<file path="src/hw/rtl/frt_pkg.sv">
// frt_pkg: shared types and constants of the fragment reassembly tracker.
// No dependencies; imported by the compare unit, the tracker, the checker and the bench.
package frt_pkg;

	localparam int MAX_SLOTS    = 16;
	localparam int MAX_FRAGS    = 32;
	localparam int HEADER_BYTES = 24;
	localparam int SLOT_W       = $clog2(MAX_SLOTS);
	localparam int FRAG_W       = $clog2(MAX_FRAGS);
	localparam int LEN_DEPTH    = MAX_SLOTS * MAX_FRAGS;
	localparam int LEN_AW       = SLOT_W + FRAG_W;
	localparam logic [SLOT_W-1:0] SLOT_LAST = SLOT_W'(MAX_SLOTS - 1);

	// configuration register indexes
	typedef enum logic [1:0] {
		CFG_WIRE_VERSION = 2'd0,
		CFG_KEY_FLAG_MASK = 2'd1,
		CFG_TIMEOUT_LIMIT = 2'd2,
		CFG_PENDING_LIMIT = 2'd3
	} cfg_idx_t;

	// result status codes
	typedef enum logic [1:0] {
		STAT_DROP = 2'd0,
		STAT_INCOMPLETE = 2'd1,
		STAT_READY = 2'd2,
		STAT_SWEEP = 2'd3
	} status_t;

	// shared compare unit operations
	typedef enum logic [1:0] {
		CMP_EQ = 2'd0,
		CMP_LESS = 2'd1,
		CMP_AGE = 2'd2
	} cmp_op_t;

	typedef struct packed {
		cmp_op_t     op;
		logic [63:0] x64;
		logic [63:0] y64;
		logic [31:0] x32;
		logic [31:0] y32;
	} cmp_req_t;

	typedef enum logic [3:0] {
		S_IDLE,
		S_CHECK,
		S_FIND,
		S_FIND_END,
		S_EVICT,
		S_EVICT_END,
		S_ALLOC,
		S_UPDATE,
		S_SWEEP,
		S_RESP,
		S_RD,
		S_LD
	} state_t;

endpackage

</file>
<file path="src/hw/rtl/frt_cmp_unit.sv">
// frt_cmp_unit: shared compare unit used by the slot scans (match, oldest, age).
// Depends on frt_pkg.
module frt_cmp_unit import frt_pkg::*; (
	input  cmp_req_t req,
	output logic     hit
);
	logic [63:0] diff;

	always_comb begin
		diff = req.x64 - req.y64;
		case (req.op)
			CMP_EQ:   hit = (req.x32 == req.y32);
			CMP_LESS: hit = (req.x64 < req.y64) || ((req.x64 == req.y64) && (req.x32 < req.y32));
			CMP_AGE:  hit = (diff > {32'd0, req.x32});
			default:  hit = 1'b0;
		endcase
	end
endmodule

</file>
<file path="config.mk">
export PLATFORM = sky130hd
export DESIGN_NAME = frt_cmp_unit
export DESIGN_NICKNAME = d
export VERILOG_FILES = /design/src/hw/rtl/frt_pkg.sv /design/src/hw/rtl/frt_cmp_unit.sv
export SDC_FILE = /design/constraint.sdc
export NUM_CORES = 1
export LEC_CHECK = 0
export ABC_AREA = 1
export BUFFER_PORTS_ARGS = -buffer_cell sky130_fd_sc_hd__buf_2
export CAP_MARGIN = 30
export CORE_ASPECT_RATIO = 1.1
export CORE_MARGIN = 2
export CORE_UTILIZATION = 50
export DETAILED_ROUTE_END_ITERATION = 8
export PLACE_DENSITY = 0.8
export SLEW_MARGIN = 20
export SYNTH_ARGS = -nofsm -noshare
export SYNTH_HDL_FRONTEND = slang
export SYNTH_SLANG_ARGS = --single-unit
</file>
<file path="constraint.sdc">
create_clock -name vclk -period 5.1
set_input_delay 1.02 -clock vclk [all_inputs]
set_output_delay 1.02 -clock vclk [all_outputs]
set_load 0.005 [all_outputs]
</file>
# After elaboration in Yosys (flattened, before gate mapping)
# Cells that the tools add are included.
# classes
n_addsub	1
multipliers	0
n_div	0
magnitude_cmp	3
n_eq_ne	4
shift	0
mux	1
bitwise	0
reduce_logical	3
# op_table
cell	count
$eq 64x64->1	1
$gt 64x32->1	1
$lt 64x64->1	1
$sub 64x64->64	1
$eq 32x32->1	1
$lt 32x32->1	1
$pmux 1 s3	1
$eq 2x1->1 const B	1
$eq 2x2->1 const B	1
$logic_not 2->1	1
$logic_and 1x1->1	1
$logic_or 1x1->1	1
# totals
ff_bits	0
latchBits	0
ram_bits	0
romBits	0
in_bits	194
output_inout_bits	1
word_cells	12
memories	0

# Longest topological paths before layout
# depth
ltp_word	4
ltp_mapped	28
mapped_depth_nobuf	28

# Least setup slack after synthesis
# OpenSTA, ideal clock, no wires.
# synth_path
kind	input port to output port
from	in req[128] (netlist bit)
to	out hit
arrival_time_ns	3.724
t_required_ns	4.080
setup_slack_ns	0.356
cell_stages	25
n_path_buf	0
cell_sequence	inv_1 > ha_1 > inv_1 > fa_1 > nand3_1 > nor2_1 > o21bai_1 > nand2_2 > nand2_1 > nand2_2 > xor2_1 > ha_1 > nand2_1 > nor2_1 > nand4_1 > nor3b_1 > nand4_1 > nand2_1 > nand2_1 > nor2_1 > nand3_1 > nor2_1 > nand2_1 > nor2_1 > nor2_1
# synth_between
elab_chain_cells	4
elab_cells_between_ends	7
classes_between	1 x add/sub; 2 x order compare; 1 x eq/ne; 1 x mux; 2 x reduce/logical
# synth_lines
item	line_no	source
start, declared	frt_cmp_unit.sv:4	input cmp_req_t req,
parallel branches: the longest is 3 deep, another holds $sub 64x64->64	-	
$pmux 1 s3 (*)	frt_cmp_unit.sv:11	case (req.op)
end, declared	frt_cmp_unit.sv:5	output logic hit
# Every way passes the cells marked *.

# Worst setup path after layout
# Same ends and word-level chain as after synthesis.

==> results.sh <==
export IMPL_status="finished with violations"
export IMPL_violations="negative setup slack"
export IMPL_muxShareOfSynthArea_pct=0
export IMPL_finalSetupViolations=1
export IMPL_ios=195
export IMPL_first_iter_violations=689
export IMPL_synth_compound_area_share_pct=7.12
export IMPL_clock_buffers=0
export IMPL_dpl_hpwl_um=28400
export IMPL_finalNetCount=2323
export IMPL_grt_usage_pct=35.9
export IMPL_p_int_mw=0.524
export IMPL_fillers=1524
export IMPL_p_comb_share_pct=100.0
export IMPL_ys_seq_area_share_pct=0
export IMPL_synthXorXnorAreaFrac_pct=3.36
export IMPL_dpl_cell_area_um2=10300
export IMPL_via_per_inst=4.96
export IMPL_hold_viol=0
export IMPL_p_switching_mw=0.734
export IMPL_layout_drive_gt1_share_pct=22.7
export IMPL_seq_cell_count=0
export IMPL_multi_input_area_um2=6770
export IMPL_grt_pass1_vias=10300
export IMPL_placed_cells=2194
export IMPL_synthCells=1664
export IMPL_fin_worst_hold_slack_ps=2510
export IMPL_cp_end_kind="output port"
export IMPL_diodes=0
export IMPL_yosys_area_share_simple_pct=47.9
export IMPL_total_power_mw=1.26
export IMPL_min_path_type="in -> out"
export IMPL_syn_num_nets=1987
export IMPL_rsz0062_at_grt="yes"
export IMPL_grt_overflow_total=0
export IMPL_cp_slowest_cell="fa_2"
export IMPL_ant_nets=0
export IMPL_crit_type="in -> out"
export IMPL_critPathMaxFanout=3
export IMPL_antenna_found_initial=0
export IMPL_core_um2=15700
export IMPL_finalMaxSlewViolations=0
export IMPL_hold_buffers=0
export IMPL_grt_pass1_wl_um=49400
export IMPL_syn_area_um2=8090
export IMPL_gp_congestion=1.02
export IMPL_switching_share_pct=58.3
export IMPL_crit_path_start_kind="input pin"
export IMPL_avgSynthCellArea_um2=4.86
export IMPL_worstPathArrival_ps=4260
export IMPL_drc_errors=0
export IMPL_ys_types=29
export IMPL_grt_max_degree=7
export IMPL_leakage_nw=7.33
export IMPL_design_area_um2=10800
export IMPL_die_area_um2=17200
export IMPL_synth_adder_area_share_pct=20.0
export IMPL_yosysWarnings=0
export IMPL_fmax_mhz=189
export IMPL_port_buffers=195
export IMPL_syn2layout_area_growth_pct=33.5
export IMPL_first_pass_iters=7
export IMPL_wl_per_cell_um=14.7
export IMPL_p_clk_share_pct=0
export IMPL_max_vdd_ir_drop_mv=0.0543
export IMPL_fp_row_count=48
export IMPL_period_share_pct=104
export IMPL_dp_slack_ps=-261
export IMPL_synth_top_family_by_area="simple AND/OR/NAND/NOR gates"
export IMPL_tightestPinTransition_ps=743
export IMPL_pwr_share_seq_pct=0
export IMPL_die_width_um=125
export IMPL_routed_wl_um=32200
export IMPL_max_cap_violations=0
export IMPL_via_count=10900
export IMPL_final_util_pct=68.6
export IMPL_cpPeakStageDelay_ps=380
export IMPL_initial_core_util_pct=51.4
export IMPL_fin_ws_ps=-180
export IMPL_period_needed_ps=5280
export IMPL_power_density_nw_per_um2=117
export IMPL_finalNonFillerCells=2198
export IMPL_relSlewSlack_pct=50.1
export IMPL_tns_ps=-180
export IMPL_seqCellArea_um2=0
export IMPL_die_height_um=137
export IMPL_crit_required_ps=4080
-- power by group through the flow --
stage | clock network, mW | registers [mW] | logic (mW)
floorplan | 0 | 0 | 0.699
global placement | 0 | 0 | 1.14
detailed placement | 0 | 0 | 1.16
CTS | 0 | 0 | 1.21
global route | 0 | 0 | 1.39
finish | 0 | 0 | 1.26
-- kinds of logic after synthesis --
family          after synthesis
xor+xnor                     31
buf+inv                     464
compound gates              108
simple gates                932
fa+ha+maj                   129
-- final cells by class --
cell class / count / share of cell area (%)
inverters: 464 / 16.2
multi-input cells: 1200 / 62.7
well taps: 200 / 2.32
repair buffers: 334 / 18.8
-- synthesized netlist by cell type, types with 3 or more instances --
| library cell | count | area share, % |
|---|---|---|
| inv_1 | 463 | 21 |
| nor2_2 | 14 | 1.1 |
| nor4_1 | 4 | 0.31 |
| and3_1 | 3 | 0.23 |
| nor3_2 | 5 | 0.62 |
| a21oi_1 | 80 | 5.0 |
| xor2_1 | 31 | 3.4 |
| nand4_1 | 23 | 1.8 |
| nand2_2 | 22 | 1.7 |
| o21a_1 | 4 | 0.37 |
| nand3_2 | 7 | 0.87 |
| ha_1 | 128 | 20 |
| o21bai_1 | 5 | 0.46 |
| nand3b_1 | 4 | 0.37 |
| nor3_1 | 16 | 0.99 |
| nor2_1 | 117 | 5.4 |
| nand3_1 | 59 | 3.7 |
| nand2_1 | 651 | 30 |
| o21ai_0 | 14 | 0.87 |
-- critical path: cells and delay by family --
| family | cells | cell delay [ps] |
|---|---|---|
| AO/OA/AOI/OAI | 2 | 270 |
| XOR/XNOR | 1 | 160 |
| adder cells (fa/ha/maj) | 3 | 800 |
| buffers and inverters | 6 | 620 |
| AND/OR/NAND/NOR | 18 | 1370 |
-- worst paths after layout --
| path | from | end | depth (start not counted) |
|---|---|---|---|
| min | req[193] | hit | 5 |
| max | req[128] | hit | 30 |
-- repair_timing --
item,4_1_cts,5_1_grt
pin swaps,12,21
resized for setup,51,24
buffers inserted,2,2
setup endpoints to repair,1,1
-- per-layer routing --
layer | share of wire (%) | track usage [%] | vias to the layer above
li1 | - | - | 5626
met1 | 38 | 37.9 | 4724
met2 | 49 | 69.8 | 410
met3 | 4.8 | 2.41 | 132
met4 | 7.7 | 22.1 | 0
met5 | 0 | 0 | -
-- layout by cell type, fill, tap and decap left out, drive strengths merged --
cell type / n
o211ai: 2
nor3: 21
nand2: 673
xor2: 31
nor2: 133
or3: 1
fa: 1
o21ai: 15
inv: 464
o2111ai: 1
nand3b: 4
a21oi: 81
nand4: 23
o21a: 4
nor3b: 2
buf: 334
and3: 3
nand3: 66
and2: 2
o21bai: 5
ha: 128
nor4: 4
No activity file was read; power rests on OpenSTA's default activity.
